File: config.mk
export PLATFORM = sky130hd
export DESIGN_NAME = bcat_regs
export DESIGN_NICKNAME = d
export VERILOG_FILES = /design/src/rtl/bcat_pkg.sv /design/src/rtl/bcat_regs.sv
export SDC_FILE = /design/constraint.sdc
export NUM_CORES = 1
export LEC_CHECK = 0
export BUFFER_PORTS_ARGS = -buffer_cell sky130_fd_sc_hd__buf_2
export CELL_PAD_IN_SITES_DETAIL_PLACEMENT = 0
export CELL_PAD_IN_SITES_GLOBAL_PLACEMENT = 1
export CORE_AREA = 2 2 69 71
export DETAILED_ROUTE_END_ITERATION = 6
export DIE_AREA = 0 0 71 73
export HOLD_SLACK_MARGIN = 0.02
export PLACE_DENSITY_LB_ADDON = 0.1
export SETUP_SLACK_MARGIN = 0.2
export SYNTH_ARGS = -nofsm -noshare
export SYNTH_HDL_FRONTEND = slang
export SYNTH_SLANG_ARGS = --single-unit
File: constraint.sdc
create_clock -name clk_i -period 1 [get_ports clk_i]
set_clock_uncertainty 0.15 [all_clocks]
set_input_delay 0.1 -clock clk_i [delete_from_list [all_inputs] [get_ports clk_i]]
set_output_delay 0.1 -clock clk_i [all_outputs]
set_load 0.02 [all_outputs]
File: src/rtl/bcat_pkg.sv
// shared types, codes and constants of the block chain allocation table
`timescale 1ns / 1ps

package bcat_pkg;

  localparam int unsigned TABLE_DEPTH_DEF = 1024;

  localparam int unsigned OP_W   = 3;
  localparam int unsigned BLK_W  = 10;
  localparam int unsigned ST_W   = 2;
  localparam int unsigned CNT_W  = 11;
  localparam int unsigned ADDR_W = 3;
  localparam int unsigned DATA_W = 32;

  localparam logic [CNT_W-1:0] BLOCK_COUNT_RST     = 11'd1024;
  localparam logic [CNT_W-1:0] RESERVED_BLOCKS_RST = 11'd1;

  typedef enum logic [OP_W-1:0] {
    OP_ALLOC      = 3'd0,
    OP_ALLOC_NEXT = 3'd1,
    OP_FIND_NEXT  = 3'd2,
    OP_CLEAR      = 3'd3,
    OP_FORMAT     = 3'd4
  } op_e;

  typedef enum logic [ST_W-1:0] {
    ST_OK    = 2'd0,
    ST_END   = 2'd1,
    ST_FREE  = 2'd2,
    ST_RANGE = 2'd3
  } status_e;

  typedef enum logic [0:0] {
    REG_BLOCK_COUNT     = 1'b0,
    REG_RESERVED_BLOCKS = 1'b1
  } reg_e;

  typedef enum logic [1:0] {
    RD_BLK = 2'd0,
    RD_PTR = 2'd1,
    RD_CUR = 2'd2
  } rd_sel_e;

  typedef enum logic [1:0] {
    RES_ZERO = 2'd0,
    RES_LINK = 2'd1,
    RES_GOT  = 2'd2
  } res_sel_e;

  typedef enum logic [9:0] {
    S_IDLE     = 10'b0000000001,
    S_INIT     = 10'b0000000010,
    S_DECODE   = 10'b0000000100,
    S_LOOK     = 10'b0000001000,
    S_SCAN_RD  = 10'b0000010000,
    S_SCAN_CHK = 10'b0000100000,
    S_LINK     = 10'b0001000000,
    S_CLR_RD   = 10'b0010000000,
    S_CLR_CHK  = 10'b0100000000,
    S_FMT      = 10'b1000000000
  } state_e;

  typedef struct packed {
    logic [OP_W-1:0]  op;
    logic [BLK_W-1:0] block;
  } in_t;

  typedef struct packed {
    logic [BLK_W-1:0] result_block;
    logic [ST_W-1:0]  status;
    logic [CNT_W-1:0] free_count;
  } out_t;

  typedef struct packed {
    logic [CNT_W-1:0] block_count;
    logic [CNT_W-1:0] reserved_blocks;
  } cfg_t;

  typedef struct packed {
    logic     latch_in;
    rd_sel_e  rd_sel;
    logic     scan_start;
    logic     ptr_inc;
    logic     claim;
    logic     link_wr;
    logic     clr_start;
    logic     clr_step;
    logic     fmt_start;
    logic     fmt_step;
    logic     fmt_finish;
    logic     res_load;
    res_sel_e res_sel;
    status_e  res_st;
    logic     out_load;
  } cmd_t;

  typedef struct packed {
    logic [OP_W-1:0] op;
    logic            blk_oor;
    logic            ptr_end;
    logic            entry_free;
    logic            entry_end;
    logic            clr_last;
    logic            sweep_last;
  } sts_t;

endpackage

File: src/rtl/bcat_regs.sv
// configuration registers behind the apb port
`timescale 1ns / 1ps

module bcat_regs import bcat_pkg::*; (
  input  logic              clk_i,
  input  logic              rst_ni,
  input  logic              psel,
  input  logic              penable,
  input  logic              pwrite,
  input  logic [ADDR_W-1:0] paddr,
  input  logic [DATA_W-1:0] pwdata,
  output logic [DATA_W-1:0] prdata,
  output logic              pready,
  output cfg_t              cfg_o
);

  cfg_t cfg_q;
  reg_e reg_idx;
  logic wr_en;

  assign reg_idx = reg_e'(paddr[2]);
  assign wr_en   = psel & penable & pwrite;
  assign pready  = 1'b1;
  assign cfg_o   = cfg_q;

  always_ff @(posedge clk_i or negedge rst_ni) begin
    if (!rst_ni) begin
      cfg_q.block_count     <= BLOCK_COUNT_RST;
      cfg_q.reserved_blocks <= RESERVED_BLOCKS_RST;
    end else if (wr_en) begin
      unique case (reg_idx)
        REG_BLOCK_COUNT:     cfg_q.block_count     <= pwdata[CNT_W-1:0];
        REG_RESERVED_BLOCKS: cfg_q.reserved_blocks <= pwdata[CNT_W-1:0];
        default: ;
      endcase
    end
  end

  always_comb begin
    unique case (reg_idx)
      REG_BLOCK_COUNT:     prdata = DATA_W'(cfg_q.block_count);
      REG_RESERVED_BLOCKS: prdata = DATA_W'(cfg_q.reserved_blocks);
      default:             prdata = '0;
    endcase
  end

endmodule

==> impl_metrics.tcl <==
set metrics [dict create \
    synth_flop_cell "dfrtp_1" \
    synth_edf_count 0 \
    cts_made_buffers 3 \
    setup_viol 55 \
    dieHeight_um 73 \
    synth_warnings 0 \
    final_util_pct 51.1 \
    power_mw 4.80 \
    r2r-start "cfg_o[12]" \
    place_area_um2 1600 \
    use_met2_pct 19.4 \
    max-slew-margin-rel_pct 66.0 \
    syn_area_per_cell_um2 14.7 \
    synthArstFlopShare_pct 100 \
    endpoint_kind "output pin" \
    yosysSeqAreaShare_pct 44.7 \
    holdWs_ps -361 \
    initial_core_util_pct 27.3 \
    ff2ff_setup_slack_ps -240 \
    p_per_area_nw_per_um2 2070 \
    post_route_cells_drive_above_1_share_pct 87.2 \
    syn_area_um2 1240 \
    vias_per_cell 4.01 \
    clk_latency_ps 270 \
    rsz0062_at_grt "true" \
    met1_usage_pct 15.2 \
    grt_pass1_vias 912 \
    grt_use_total_pct 11.6 \
    drt-total-wl_um 2990 \
    hpwlAfterDp_um 1930 \
    crit_required_ps 750 \
    ys_top_cells_by_area "dfrtp_1 (40%), mux2_4 (24%), buf_4 (13%)" \
    crit_type "flop to output pin" \
    max_slew.worst_pin.slew_ps 510 \
    yosys.area.top_type "dfrtp_1" \
    path_cells "mux2_4 > buf_6" \
    design.die.area_um2 5180 \
    path_max_fanout 2 \
    yosys-top-cells-count "buf_4 (22), dfrtp_1 (20), mux2_4 (20)" \
    period_minus_slack_ps 1350 \
    ant_nets 0 \
    gp_congestion 0.648 \
    synthCells 84 \
    drt-initial-drc-count 45 \
    slew_viol_final 0 \
    die_x_um 71 \
    ys_ff_latch 22 \
    hold_path.class "input pin to asynchronous set/reset pin" \
    violations "hold timing, setup timing" \
    reg2reg_to "cfg_o[12]" \
    cpMaxStageDelayCell "dfrtp_2" \
    antenna_found_initial 0 \
    row_count 25 \
    grt_pass1_wl_um 4670 \
    synth.top_cell.area_share_pct 40.5 \
    htree_num_levels 1 \
    largest_register_ffs 22 \
    grt_max_degree 23 \
    pin_count 95 \
    cts_root_buf "clkbuf_8" \
    firstDrtPassIters 4 \
    drcViolationCount 0 \
    fmax_mhz 740 \
    slowest_delay_ps 430 \
    clock_sinks 22 \
    fin_ws_ps -350 \
    port-buffer-count 49 \
    design_area_um2 2320 \
    busiest_layer "met2" \
    synthDistinctLibCells 10 \
    status "complete, but fails checks" \
    fin_nets 221 \
    maxCapViolCount 0 \
    report.final.hold_viol_count 44 \
    vias 939 \
    use_met3_pct 3.31 \
    place_worst_setup_slack_ps -177 \
    fin_setup_tns_ps -11340 \
    post-route-period-util_pct 135 \
    critPathArrivalTime_ps 1100 \
    ir_worst_vdd_v 0.00130 \
    fin_cells 234 \
    diodes 0 \
    synthMostInstantiatedCell "buf_4" \
    p_leak_nw 1.22 \
    r2r_cells 4 \
    area_growth_pct 87.3 \
    cts_tree "built" \
    placed_cells 191 \
    wire_per_inst_um 12.8 \
    core_um2 4540 \
    clkTransAtPathRegs_ps 80 \
    clockBufferDepth 2 \
    grt_overflow 0 \
    cp-start-kind "flop" \
]
where the power goes:
| part | internal, mW | switching [mW] |
|---|---|---|
| sequential | 1.13 | 0.155 |
| clock | 0.535 | 0.309 |
| combinational | 1.69 | 0.978 |
| total | 3.35 | 1.44 |
logic make-up after synthesis:
logic type | share of synthesized area [%]
other cells | 0.608
simple gates | 2.93
flops | 44.7
mux | 36.1
buf+inv | 15.6
cell usage in the layout, fill, tap and decap left out:
cell,synthesis,routed
buf_6,2,74
buf_12,0,2
buf_4,22,3
conb_1,2,22
buf_2,1,18
dfstp_2,2,2
nand4_2,1,1
dfrtp_1,20,1
bufinv_16,0,1
dfrtp_2,0,19
clkbuf_8,0,3
mux2_4,20,33
nand4b_4,1,1
area by class of cell:
type                    count  area, um^2
clock buffers               3        41.3
clock inverters             1        30.0
fillers                   408        2220
multi-input cells          57         614
flip-flops and latches     22         577
well taps                  54        67.6
repair buffers             97         986
critical path, delay by kind of cell (launching register included):
family                 cells  cell delay, ps
flip-flops                 1             430
multiplexers               1             280
buffers and inverters      1             130
metal layers:
layer	wire length [um]	up-vias	part of all wire, %
li1	-	436	-
met1	1290	461	43
met2	1490	40	50
met3	190	2	6.4
met4	16	0	0.54
met5	0	-	0
how the worst max path moves through the flow:
stage              start    endpoint  slack [ps]  cells after the start
2_1_floorplan  cfg_o[21]  prdata[10]         -30                      1
3_3_place_gp    paddr[2]   prdata[5]        -160                      4
3_5_place_dp    paddr[2]   prdata[6]        -180                      4
4_1_cts        cfg_o[14]   prdata[3]        -360                      2
5_1_grt        cfg_o[14]   prdata[3]        -380                      2
6_report       cfg_o[19]   prdata[8]        -350                      2
timing repair:
item / CTS / global route
buffers inserted: 21 / 18
resized for setup: 86 / 19
hold endpoints to repair: 43 / 42
setup endpoints to repair: 55 / 55
Note: power is estimated with default switching activity, not from simulation.
