**src/rtl/bcat_pkg.sv**
```systemverilog
// shared types, codes and constants of the block chain allocation table
`timescale 1ns / 1ps

package bcat_pkg;

  localparam int unsigned TABLE_DEPTH_DEF = 1024;

  localparam int unsigned OP_W   = 3;
  localparam int unsigned BLK_W  = 10;
  localparam int unsigned ST_W   = 2;
  localparam int unsigned CNT_W  = 11;
  localparam int unsigned ADDR_W = 3;
  localparam int unsigned DATA_W = 32;

  localparam logic [CNT_W-1:0] BLOCK_COUNT_RST     = 11'd1024;
  localparam logic [CNT_W-1:0] RESERVED_BLOCKS_RST = 11'd1;

  typedef enum logic [OP_W-1:0] {
    OP_ALLOC      = 3'd0,
    OP_ALLOC_NEXT = 3'd1,
    OP_FIND_NEXT  = 3'd2,
    OP_CLEAR      = 3'd3,
    OP_FORMAT     = 3'd4
  } op_e;

  typedef enum logic [ST_W-1:0] {
    ST_OK    = 2'd0,
    ST_END   = 2'd1,
    ST_FREE  = 2'd2,
    ST_RANGE = 2'd3
  } status_e;

  typedef enum logic [0:0] {
    REG_BLOCK_COUNT     = 1'b0,
    REG_RESERVED_BLOCKS = 1'b1
  } reg_e;

  typedef enum logic [1:0] {
    RD_BLK = 2'd0,
    RD_PTR = 2'd1,
    RD_CUR = 2'd2
  } rd_sel_e;

  typedef enum logic [1:0] {
    RES_ZERO = 2'd0,
    RES_LINK = 2'd1,
    RES_GOT  = 2'd2
  } res_sel_e;

  typedef enum logic [9:0] {
    S_IDLE     = 10'b0000000001,
    S_INIT     = 10'b0000000010,
    S_DECODE   = 10'b0000000100,
    S_LOOK     = 10'b0000001000,
    S_SCAN_RD  = 10'b0000010000,
    S_SCAN_CHK = 10'b0000100000,
    S_LINK     = 10'b0001000000,
    S_CLR_RD   = 10'b0010000000,
    S_CLR_CHK  = 10'b0100000000,
    S_FMT      = 10'b1000000000
  } state_e;

  typedef struct packed {
    logic [OP_W-1:0]  op;
    logic [BLK_W-1:0] block;
  } in_t;

  typedef struct packed {
    logic [BLK_W-1:0] result_block;
    logic [ST_W-1:0]  status;
    logic [CNT_W-1:0] free_count;
  } out_t;

  typedef struct packed {
    logic [CNT_W-1:0] block_count;
    logic [CNT_W-1:0] reserved_blocks;
  } cfg_t;

  typedef struct packed {
    logic     latch_in;
    rd_sel_e  rd_sel;
    logic     scan_start;
    logic     ptr_inc;
    logic     claim;
    logic     link_wr;
    logic     clr_start;
    logic     clr_step;
    logic     fmt_start;
    logic     fmt_step;
    logic     fmt_finish;
    logic     res_load;
    res_sel_e res_sel;
    status_e  res_st;
    logic     out_load;
  } cmd_t;

  typedef struct packed {
    logic [OP_W-1:0] op;
    logic            blk_oor;
    logic            ptr_end;
    logic            entry_free;
    logic            entry_end;
    logic            clr_last;
    logic            sweep_last;
  } sts_t;

endpackage

```
**src/rtl/bcat_ctrl.sv**
```systemverilog
// controller state machine sequencing table operations
`timescale 1ns / 1ps

module bcat_ctrl import bcat_pkg::*; (
  input  logic clk_i,
  input  logic rst_ni,
  input  logic in_valid_i,
  output logic in_ready_o,
  output logic out_valid_o,
  input  logic out_ready_i,
  input  sts_t sts_i,
  output cmd_t cmd_o
);

  state_e state_q, state_d;
  logic   out_valid_q, out_valid_d;
  logic   link_pend_q, link_pend_d;

  always_comb begin
    state_d = state_q;
    cmd_o   = '0;
    cmd_o.rd_sel  = RD_BLK;
    cmd_o.res_sel = RES_ZERO;
    cmd_o.res_st  = ST_OK;
    in_ready_o    = 1'b0;

    unique case (state_q)
      S_IDLE: begin
        in_ready_o = 1'b1;
        if (in_valid_i) begin
          cmd_o.latch_in = 1'b1;
          state_d = S_DECODE;
        end
      end
      S_INIT: begin
        cmd_o.rd_sel   = RD_PTR;
        cmd_o.fmt_step = 1'b1;
        if (sts_i.sweep_last) begin
          state_d = S_IDLE;
        end
      end
      S_DECODE: begin
        cmd_o.rd_sel = RD_BLK;
        unique case (sts_i.op)
          OP_ALLOC: begin
            cmd_o.scan_start = 1'b1;
            state_d = S_SCAN_RD;
          end
          OP_ALLOC_NEXT, OP_FIND_NEXT, OP_CLEAR: begin
            cmd_o.clr_start = 1'b1;
            if (sts_i.blk_oor) begin
              cmd_o.res_load = 1'b1;
              cmd_o.res_st   = ST_RANGE;
              state_d = S_LINK;
            end else begin
              state_d = S_LOOK;
            end
          end
          OP_FORMAT: begin
            cmd_o.fmt_start = 1'b1;
            state_d = S_FMT;
          end
          default: begin
            cmd_o.res_load = 1'b1;
            cmd_o.res_st   = ST_RANGE;
            state_d = S_LINK;
          end
        endcase
      end
      S_LOOK: begin
        cmd_o.rd_sel = RD_BLK;
        if (sts_i.entry_free) begin
          cmd_o.res_load = 1'b1;
          cmd_o.res_st   = ST_FREE;
          state_d = S_LINK;
        end else begin
          unique case (sts_i.op)
            OP_FIND_NEXT: begin
              cmd_o.res_load = 1'b1;
              if (sts_i.entry_end) begin
                cmd_o.res_st = ST_END;
              end else begin
                cmd_o.res_sel = RES_LINK;
              end
              state_d = S_LINK;
            end
            OP_ALLOC_NEXT: begin
              if (sts_i.entry_end) begin
                cmd_o.scan_start = 1'b1;
                state_d = S_SCAN_RD;
              end else begin
                cmd_o.res_load = 1'b1;
                cmd_o.res_sel  = RES_LINK;
                state_d = S_LINK;
              end
            end
            OP_CLEAR: begin
              state_d = S_CLR_RD;
            end
            default: begin
              cmd_o.res_load = 1'b1;
              cmd_o.res_st   = ST_RANGE;
              state_d = S_LINK;
            end
          endcase
        end
      end
      S_SCAN_RD: begin
        cmd_o.rd_sel = RD_PTR;
        if (sts_i.ptr_end) begin
          cmd_o.res_load = 1'b1;
          cmd_o.res_st   = ST_END;
          state_d = S_LINK;
        end else begin
          state_d = S_SCAN_CHK;
        end
      end
      S_SCAN_CHK: begin
        cmd_o.rd_sel = RD_PTR;
        if (sts_i.entry_free) begin
          cmd_o.claim    = 1'b1;
          cmd_o.res_load = 1'b1;
          cmd_o.res_sel  = RES_GOT;
          state_d = S_LINK;
        end else begin
          cmd_o.ptr_inc = 1'b1;
          state_d = S_SCAN_RD;
        end
      end
      S_LINK: begin
        // finished: write the new link for allocate next, then hand off the result
        if (link_pend_q) begin
          cmd_o.link_wr = 1'b1;
        end
        if (!out_valid_q || out_ready_i) begin
          cmd_o.out_load = 1'b1;
          state_d = S_IDLE;
        end
      end
      S_CLR_RD: begin
        cmd_o.rd_sel = RD_CUR;
        state_d = S_CLR_CHK;
      end
      S_CLR_CHK: begin
        cmd_o.rd_sel = RD_CUR;
        if (sts_i.entry_free) begin
          cmd_o.res_load = 1'b1;
          state_d = S_LINK;
        end else begin
          cmd_o.clr_step = 1'b1;
          if (sts_i.entry_end || sts_i.clr_last) begin
            cmd_o.res_load = 1'b1;
            state_d = S_LINK;
          end else begin
            state_d = S_CLR_RD;
          end
        end
      end
      S_FMT: begin
        cmd_o.rd_sel   = RD_PTR;
        cmd_o.fmt_step = 1'b1;
        if (sts_i.sweep_last) begin
          cmd_o.fmt_finish = 1'b1;
          cmd_o.res_load   = 1'b1;
          state_d = S_LINK;
        end
      end
      default: begin
        state_d = S_IDLE;
      end
    endcase
  end

  assign out_valid_d = cmd_o.out_load | (out_valid_q & ~out_ready_i);
  assign out_valid_o = out_valid_q;
  assign link_pend_d = (cmd_o.claim & (sts_i.op == OP_ALLOC_NEXT))
                     | (link_pend_q & ~cmd_o.link_wr);

  always_ff @(posedge clk_i or negedge rst_ni) begin
    if (!rst_ni) begin
      state_q     <= S_INIT;
      out_valid_q <= 1'b0;
      link_pend_q <= 1'b0;
    end else begin
      state_q     <= state_d;
      out_valid_q <= out_valid_d;
      link_pend_q <= link_pend_d;
    end
  end

endmodule

```
**config.mk**
```make
export PLATFORM = sky130hd
export DESIGN_NAME = bcat_ctrl
export DESIGN_NICKNAME = d
export VERILOG_FILES = /design/src/rtl/bcat_pkg.sv /design/src/rtl/bcat_ctrl.sv
export SDC_FILE = /design/constraint.sdc
export NUM_CORES = 1
export LEC_CHECK = 0
export BUFFER_PORTS_ARGS = -buffer_cell sky130_fd_sc_hd__buf_2
export CAP_MARGIN = 20
export CORE_ASPECT_RATIO = 1.2
export CORE_MARGIN = 8
export CORE_UTILIZATION = 50
export DETAILED_ROUTE_END_ITERATION = 8
export HOLD_SLACK_MARGIN = 0.06
export PLACE_DENSITY_LB_ADDON = 0.3
export SYNTH_ARGS = -nofsm -noshare
export SYNTH_HDL_FRONTEND = slang
export SYNTH_SLANG_ARGS = --single-unit
```
**constraint.sdc**
```tcl
create_clock -name clk_i -period 3.3 [get_ports clk_i]
set_input_delay 0.66 -clock clk_i [delete_from_list [all_inputs] [get_ports clk_i]]
set_output_delay 0.66 -clock clk_i [all_outputs]
set_load 0.01 [all_outputs]
```
==> results.sh, run 1 <==
export IMPL_status="completed"
export IMPL_cp_cell_sequence="or4_1 -> nor4_1 -> a21oi_1 -> nand3_1 -> buf_2"
export IMPL_yosysTopAreaCellShare_pct=28.0
export IMPL_cts_buffers=3
export IMPL_fill_cells=176
export IMPL_start_kind="flip-flop"
export IMPL_synth_top_flop_cell="dfrtp_1"
export IMPL_wirelength_microns=2590
export IMPL_async_flop_share_pct=100
export IMPL_vias=1005
export IMPL_grt_max_degree=13
export IMPL_synth_top_area_cell="dfrtp_1"
export IMPL_gp_congestion=0.848
export IMPL_slew_violations=0
export IMPL_ir_drop_v=0.000328
export IMPL_maxCapViolations=0
export IMPL_dieWidth_microns=56.5
export IMPL_drt_pass1_iterations=4
export IMPL_syn_inst=123
export IMPL_grt_pass1_vias=1009
export IMPL_grt_antenna_before_repair=0
export IMPL_cts_max_level=1
export IMPL_relSlewSlack_pct=63.9
export IMPL_critPathKind="reg -> out"
export IMPL_syn_num_nets=136
export IMPL_cts_tree="done"
export IMPL_syn_avg_cell_area_sq_um=8.01
export IMPL_fin_tns_setup_ns=0
export IMPL_multi_input_area_sq_um=618
export IMPL_clk_path_buf_depth=2
export IMPL_slowest_delay_ns=0.68
export IMPL_dr_first_iter_drc_count=42
export IMPL_cts_sinks=12
export IMPL_end_kind="primary output"
export IMPL_hp_class="in -> async"
export IMPL_regToRegStartpoint="state_q[2]$_DFFE_PN0P_"
export IMPL_yosys_top_cells_area="dfrtp_1 28%, nor2_1 4.6%, o21ai_0 4.1%"
export IMPL_syn_to_final_growth_pct=18.0
export IMPL_period_needed_ns=3.03
export IMPL_hold_buffers=0
export IMPL_cts_resized=0
export IMPL_finalCritPeriodShare_pct=91.8
export IMPL_path_clk_slew_ns=0.08
export IMPL_seq_area_frac_synth_pct=30.6
export IMPL_r2r_end="state_q[4]$_DFFE_PN0P_"
export IMPL_arrival_ns=2.37
export IMPL_cp_max_fo=8
export IMPL_layout_commonest_cell="buf_2"
export IMPL_antennaDiodeCount=0
export IMPL_grt_usage_pct=13.8
export IMPL_root_buffer="clkbuf_4"
export IMPL_wl_per_cell_microns=15.4
export IMPL_rsz0062_at_grt="no"
export IMPL_drive_gt1_share_pct=31.5
export IMPL_yosysUniqueCellTypes=40
export IMPL_ys_ff_latch=12
export IMPL_p_total_mw=0.561
export IMPL_drc=0
export IMPL_p_per_area_nw_per_um2=482
export IMPL_required_ns=2.64
export IMPL_initial_core_util_pct=53.2
export IMPL_r2r_slack_ns=1.22
export IMPL_drtAntennaViolNets=0
export IMPL_setup_viol=0
export IMPL_post_dp_hpwl_microns=2040
export IMPL_reg2reg_depth=4
export IMPL_regArea_sq_um=302
export IMPL_grt_pass1_wl_microns=4370
export IMPL_chipHeight_microns=64.6
export IMPL_io_pins=33
export IMPL_slowest_stage="or4_1"
export IMPL_final_cell_mix="32 x buf_2, 12 x nor2_1, 11 x dfrtp_1, 8 x o21ai_0, 7 x nor3_1"
export IMPL_fmax_mhz=330
export IMPL_finalNetCount=163
export IMPL_clock_skew_ns=0.00171
export IMPL_finalHoldViolCount=0
export IMPL_viasPerCell=5.98
export IMPL_core_sq_um=1850
export IMPL_worst_slew_pin_slew_ns=0.536
export IMPL_clk_latency_ns=0.27
export IMPL_p_leak_nw=0.587
export IMPL_rows=17
export IMPL_io_buffers=32
export IMPL_synth_edf_count=0
export IMPL_dieArea_sq_um=3650
export IMPL_grt_overflow_total=0
export IMPL_post_cts_buffers=0
export IMPL_synth_cell_area_sq_um=985
export IMPL_yosys_warnings=0
## per-layer routing
metal  wire length [microns]  part of all wire (%)  GRT usage, %
met5                       0                     0             0
met4                      27                   1.0          6.33
met3                     125                   4.8          2.73
met2                    1200                    46          22.3
met1                    1230                    48          17.1
## cells in the mapped netlist, types with 2 or more instances
library cell / number
nor3b_1: 3
o21ai_0: 8
nor2b_1: 4
xnor2_1: 2
and2_1: 3
clkbuf_1: 8
or3_1: 3
nand3_1: 4
inv_1: 6
dfrtp_1: 11
or4b_2: 2
nor4_1: 5
nand4b_1: 3
xor2_1: 3
o21bai_1: 2
nand3b_1: 3
or2_2: 5
and3_1: 2
nand2_1: 5
nor3_1: 7
o22ai_1: 2
a21oi_1: 2
nor2_1: 12
or3_4: 2
## registers in the layout (all words and copies together) (netlist names)
| signal | flops |
|---|---|
| state_q | 10 |
| out_valid_o | 1 |
| link_pend_q | 1 |
## power breakdown
| part | switching [mW] | internal, mW |
|---|---|---|
| registers | 0.0323 | 0.165 |
| logic | 0.137 | 0.108 |
| clock network | 0.0521 | 0.0670 |
## area by class of cell
| class | count | area share (%) |
|---|---|---|
| Clock buffer | 4 | 3.12 |
| Multi-Input combinational cell | 95 | 53.2 |
| Sequential cell | 12 | 25.9 |
| Inverter | 6 | 1.94 |
| Tap cell | 19 | 2.05 |
| Timing Repair Buffer | 32 | 13.8 |
## critical path, delay by kind of cell, from the launching register on
kind | cells | cell delay (ns)
and+or+nand+nor | 3 | 1.38
buffers and inverters | 1 | 0.14
DFF | 1 | 0.46
AOI/OAI and AO/OA | 1 | 0.12
## stage by stage
stage	utilization (%)	area (sq um)	hold slack [ns]	cells	setup slack, ns
after floorplan	-	985	0.364	123	0.623
after global placement	60.9	1130	0.489	164	0.593
after detailed placement	60.9	1130	0.498	164	0.591
after CTS	62.8	1160	0.263	168	0.270
after global routing	62.8	1160	0.268	168	0.131
final	62.8	1160	0.257	168	0.269
## logic make-up (layout without fill, tap and decap cells)
| kind of cell | Yosys count | after routing | share of synthesized area (%) |
|---|---|---|---|
| compound gates | 21 | 21 | 14.4 |
| simple gates | 69 | 69 | 44.0 |
| buf+inv | 16 | 42 | 6.61 |
| flops | 12 | 12 | 30.6 |
| xor+xnor | 5 | 5 | 4.45 |
## worst max path at each step
stage | start | to | slack (ns)
after global routing | state_q[3]$_DFFE_PN0P_ | cmd_o[1] | 0.13
after global placement | state_q[2]$_DFFE_PN0P_ | cmd_o[5] | 0.59
after CTS | state_q[2]$_DFFE_PN0P_ | cmd_o[5] | 0.27
after floorplan | state_q[2]$_DFFE_PN0P_ | cmd_o[5] | 0.62
final | state_q[2]$_DFFE_PN0P_ | cmd_o[5] | 0.27
after detailed placement | state_q[2]$_DFFE_PN0P_ | cmd_o[5] | 0.59
Note: power is estimated with default switching activity, not from simulation.
==> inputs of run 2 (changes only) <==
--- a/config.mk
+++ b/config.mk
@@ -12,7 +12,7 @@
 export CORE_UTILIZATION = 50
 export DETAILED_ROUTE_END_ITERATION = 8
 export HOLD_SLACK_MARGIN = 0.06
-export PLACE_DENSITY_LB_ADDON = 0.3
+export PLACE_DENSITY = 0.88
 export SYNTH_ARGS = -nofsm -noshare
 export SYNTH_HDL_FRONTEND = slang
 export SYNTH_SLANG_ARGS = --single-unit
==> run 2 against run 1 <==
Setup slack lost 0.029 ns. Largest cell class unchanged. Routed wire length grew 2.6%. Register-to-register slack lost 0.02 ns. First-iteration DRC count shrank 38%. Sequential cell count is the same.
==> results.sh, run 2 (synthesis results as in run 1) <==
export IMPL_pre_cts_ws_ns=0.571
export IMPL_power_switching_mw=0.232
export IMPL_drtAntennaViolNets=0
export IMPL_cts_resized=0
export IMPL_p_sw_share_pct=40.6
export IMPL_grt_max_degree=13
export IMPL_viasPerCell=6.23
export IMPL_fin_tns_setup_ns=0
export IMPL_combinationalPowerShare_pct=43.8
export IMPL_dieArea_sq_um=3650
export IMPL_grt_pass1_wl_microns=4380
export IMPL_regMostFlops="state_q"
export IMPL_drt_pass1_iterations=4
export IMPL_arrival_ns=2.40
export IMPL_core_sq_um=1850
export IMPL_slew_violations=0
export IMPL_cts_sinks=12
export IMPL_finalHoldViolCount=0
export IMPL_p_int_mw=0.340
export IMPL_p_total_mw=0.571
export IMPL_initial_core_util_pct=53.2
export IMPL_cts_tree="done"
export IMPL_hp_class="in -> async"
export IMPL_maxCapViolations=0
export IMPL_required_ns=2.64
export IMPL_clk_path_buf_depth=2
export IMPL_ir_drop_v=0.000321
export IMPL_gp_congestion=0.840
export IMPL_rows=17
export IMPL_grt_usage_pct=14.3
export IMPL_dr_first_iter_drc_count=26
export IMPL_grt_pass1_vias=1028
export IMPL_placed_cell_area_sq_um=1130
export IMPL_p_leak_nw=0.587
export IMPL_hold_buffers=0
export IMPL_relSlewSlack_pct=61.3
export IMPL_slowest_stage="or4_1"
export IMPL_post_cts_buffers=0
export IMPL_p_per_area_nw_per_um2=491
export IMPL_fmax_mhz=327
export IMPL_cts_max_level=1
export IMPL_path_clk_slew_ns=0.08
export IMPL_post_dp_hpwl_microns=2080
export IMPL_status="completed"
export IMPL_cp_cell_sequence="or4_1 -> nor4_1 -> a21oi_1 -> nand3_1 -> buf_2"
export IMPL_grt_overflow_total=0
export IMPL_final_cell_mix="32 x buf_2, 12 x nor2_1, 11 x dfrtp_1, 8 x o21ai_0, 7 x nor3_1"
export IMPL_place_inst=164
export IMPL_wl_per_cell_microns=15.8
export IMPL_period_needed_ns=3.06
export IMPL_grt_antenna_before_repair=0
export IMPL_layout_commonest_cell="buf_2"
export IMPL_clkPwrFrac_pct=21.7
export IMPL_stdcell_count=168
export IMPL_largest_reg_flops=10
export IMPL_p_seq_share_pct=34.4
export IMPL_drc=0
export IMPL_root_buffer="clkbuf_4"
export IMPL_cts_buffers=3
export IMPL_start_kind="flip-flop"
export IMPL_chipHeight_microns=64.6
export IMPL_finalCritPeriodShare_pct=92.7
export IMPL_end_kind="primary output"
export IMPL_rsz0062_at_grt="no"
export IMPL_clock_skew_ns=0.00122
export IMPL_clk_latency_ns=0.28
export IMPL_antennaDiodeCount=0
export IMPL_finalNetCount=163
export IMPL_setup_viol=0
export IMPL_post_route_util_pct=62.8
export IMPL_syn_to_final_growth_pct=18.0
export IMPL_cp_max_fo=8
export IMPL_io_buffers=32
export IMPL_setup_ws_ns=0.240
export IMPL_wirelength_microns=2650
export IMPL_critPathKind="reg -> out"
export IMPL_holdWs_ns=0.240
export IMPL_slowest_delay_ns=0.69
export IMPL_drive_gt1_share_pct=31.5
export IMPL_dieWidth_microns=56.5
export IMPL_vias=1047
export IMPL_final_area_sq_um=1160
export IMPL_worst_slew_pin_slew_ns=0.575
export IMPL_io_pins=33
[run 2: cell counts in the layout (fill, tap and decap cells not counted)]
No cell type changed its count.
[run 2: cell type report]
cell class,instances,area (sq um)
inverter,6,22.5
multi-input combinational,95,618
fill,166,688
clock buffer,4,36.3
timing repair buffer,32,160
sequential,12,302
tap,19,23.8
[run 2: critical path: cells and delay by family, from the launching register on]
family	cells	cell delay, ns
flops	1	0.46
simple gates	3	1.40
buf+inv	1	0.13
compound gates	1	0.12
[run 2: power groups by stage]
stage	Clock (mW)	Combinational (mW)	Sequential (mW)
floorplan	0	0.195	0.181
global placement	0	0.237	0.195
detailed placement	0	0.246	0.198
CTS	0.122	0.249	0.195
global route	0.128	0.274	0.200
finish	0.124	0.250	0.197
[run 2: layer usage]
layer,up-vias,wire (microns),GRT usage [%]
met4,0,72,10.2
met2,49,1350,24.7
met5,-,0,0
met1,496,1040,15.1
met3,6,183,2.92
li1,496,-,-
[run 2: final timing paths]
path	startpoint	to	slack, ns	depth (start not counted)
worst max-delay path	state_q[2]$_DFFE_PN0P_	cmd_o[5]	0.24	5
worst min-delay path	rst_ni	state_q[2]$_DFFE_PN0P_	0.24	1
worst max register to register	state_q[2]$_DFFE_PN0P_	state_q[4]$_DFFE_PN0P_	1.20	4
worst min register to register	link_pend_q$_DFF_PN0_	link_pend_q$_DFF_PN0_	0.52	1
max in group asynchronous	rst_ni	state_q[1]$_DFFE_PN1P_	2.79	1
min in group clk_i	link_pend_q$_DFF_PN0_	link_pend_q$_DFF_PN0_	0.52	1
==> inputs of run 3 (changes only) <==
--- a/config.mk
+++ b/config.mk
@@ -7,12 +7,14 @@
 export LEC_CHECK = 0
 export BUFFER_PORTS_ARGS = -buffer_cell sky130_fd_sc_hd__buf_2
 export CAP_MARGIN = 20
-export CORE_ASPECT_RATIO = 1.2
+export CELL_PAD_IN_SITES_DETAIL_PLACEMENT = 0
+export CELL_PAD_IN_SITES_GLOBAL_PLACEMENT = 1
+export CORE_ASPECT_RATIO = 0.9
 export CORE_MARGIN = 8
-export CORE_UTILIZATION = 50
+export CORE_UTILIZATION = 38
 export DETAILED_ROUTE_END_ITERATION = 8
 export HOLD_SLACK_MARGIN = 0.06
-export PLACE_DENSITY = 0.88
+export PLACE_DENSITY = 0.92
 export SYNTH_ARGS = -nofsm -noshare
 export SYNTH_HDL_FRONTEND = slang
 export SYNTH_SLANG_ARGS = --single-unit
==> run 3 against run 2 <==
Design area grew 0.97%. Clock power down 6%. Largest cell class unchanged. Setup slack got worse by 0.060 ns. Critical path depth stayed put. Count of clock-buffer cells in the layout stayed put.
==> results.sh, run 3 (synthesis results as in run 1) <==
export IMPL_cp_cell_sequence="or4_1 -> nor4_1 -> a21oi_1 -> nand3_1 -> buf_2"
export IMPL_grt_max_degree=13
export IMPL_arrival_ns=2.46
export IMPL_initial_core_util_pct=39.9
export IMPL_crit_start="state_q[2]$_DFFE_PN0P_"
export IMPL_wirelength_microns=2660
export IMPL_status="completed"
export IMPL_pre_cts_ws_ns=0.537
export IMPL_dr_first_iter_drc_count=24
export IMPL_cts_resized=0
export IMPL_syn_to_final_growth_pct=19.2
export IMPL_reg2reg_depth=4
export IMPL_drive_gt1_share_pct=31.5
export IMPL_cts_buffers=3
export IMPL_io_pins=33
export IMPL_root_buffer="clkbuf_4"
export IMPL_cp_max_fo=8
export IMPL_relSlewSlack_pct=54.3
export IMPL_clock_skew_ns=0.0110
export IMPL_p_per_area_nw_per_um2=475
export IMPL_stdcell_count=177
export IMPL_grt_overflow_total=0
export IMPL_rsz0062_at_grt="no"
export IMPL_final_area_sq_um=1170
export IMPL_hold_buffers=0
export IMPL_grt_pass1_wl_microns=4490
export IMPL_placed_cell_area_sq_um=1140
export IMPL_regMostFlops="state_q"
export IMPL_io_buffers=32
export IMPL_setup_viol=0
export IMPL_worst_slew_pin_slew_ns=0.679
export IMPL_finalHoldViolCount=0
export IMPL_place_inst=173
export IMPL_required_ns=2.64
export IMPL_drc=0
export IMPL_rows=17
export IMPL_period_needed_ns=3.12
export IMPL_cts_sinks=12
export IMPL_wl_per_cell_microns=15.0
export IMPL_gp_congestion=0.904
export IMPL_clk_latency_ns=0.27
export IMPL_drtAntennaViolNets=0
export IMPL_grt_usage_pct=11.7
export IMPL_final_cell_mix="32 x buf_2, 12 x nor2_1, 11 x dfrtp_1, 8 x o21ai_0, 7 x nor3_1"
export IMPL_antennaDiodeCount=0
export IMPL_fmax_mhz=321
export IMPL_path_clk_slew_ns=0.09
export IMPL_cts_max_level=1
export IMPL_slew_violations=0
export IMPL_viasPerCell=5.55
export IMPL_post_dp_hpwl_microns=2160
export IMPL_fin_tns_setup_ns=0
export IMPL_maxCapViolations=0
export IMPL_grt_pass1_vias=982
export IMPL_end_kind="primary output"
export IMPL_r2r_slack_ns=1.18
export IMPL_chipHeight_microns=64.3
export IMPL_layout_commonest_cell="buf_2"
export IMPL_core_sq_um=2470
export IMPL_setup_ws_ns=0.180
export IMPL_holdWs_ns=0.255
export IMPL_finalCritPeriodShare_pct=94.5
export IMPL_vias=982
export IMPL_slowest_stage="or4_1"
export IMPL_clk_path_buf_depth=2
export IMPL_dieArea_sq_um=4480
export IMPL_slowest_delay_ns=0.68
export IMPL_r2r_end="state_q[6]$_DFFE_PN0P_"
export IMPL_p_leak_nw=0.587
export IMPL_drt_pass1_iterations=4
export IMPL_cts_tree="done"
export IMPL_ir_drop_v=0.000264
export IMPL_hp_class="in -> async"
export IMPL_grt_antenna_before_repair=0
export IMPL_regToRegStartpoint="state_q[2]$_DFFE_PN0P_"
export IMPL_start_kind="flip-flop"
export IMPL_largest_reg_flops=10
export IMPL_dieWidth_microns=69.7
export IMPL_critPathKind="reg -> out"
export IMPL_post_cts_buffers=0
export IMPL_finalNetCount=163
## run 3: cell type report
class,count,area [sq um]
clock buffers,4,36.3
fillers,239,1290
inverters,6,22.5
multi-input cells,95,618
flip-flops and latches,12,302
well taps,28,35.0
repair buffers,32,160
## run 3: critical path, delay by kind of cell, from the launching register on
kind	cells	cell delay [ns]
AND/OR/NAND/NOR	3	1.48
flip-flops	1	0.45
AO/OA/AOI/OAI	1	0.13
buffers and inverters	1	0.13
## run 3: worst max path at each step
stage                to
6_report       cmd_o[5]
4_1_cts        cmd_o[5]
5_1_grt        cmd_o[5]
2_1_floorplan  cmd_o[5]
3_3_place_gp   cmd_o[5]
3_5_place_dp   cmd_o[5]
## run 3: routing by layer
layer | up-vias | part of all wire, % | GRT usage, %
met2 | 34 | 47 | 19.3
met1 | 444 | 44 | 14.5
met3 | 2 | 7.4 | 2.93
li1 | 502 | - | -
met4 | 0 | 0.94 | 3.76
met5 | - | 0 | 0
## run 3: through the flow
step	utilization (%)	power, mW
floorplan	-	0.376
global route	47.6	0.595
CTS	47.6	0.557
global placement	46.1	0.437
finish	47.6	0.557
detailed placement	46.1	0.442
## run 3: report_power, final
group | switching [mW] | total, mW | internal (mW) | leakage (nW)
registers | 0.0303 | 0.195 | 0.165 | 0.160
clock network | 0.0505 | 0.117 | 0.0669 | 0.0210
logic | 0.137 | 0.245 | 0.108 | 0.406
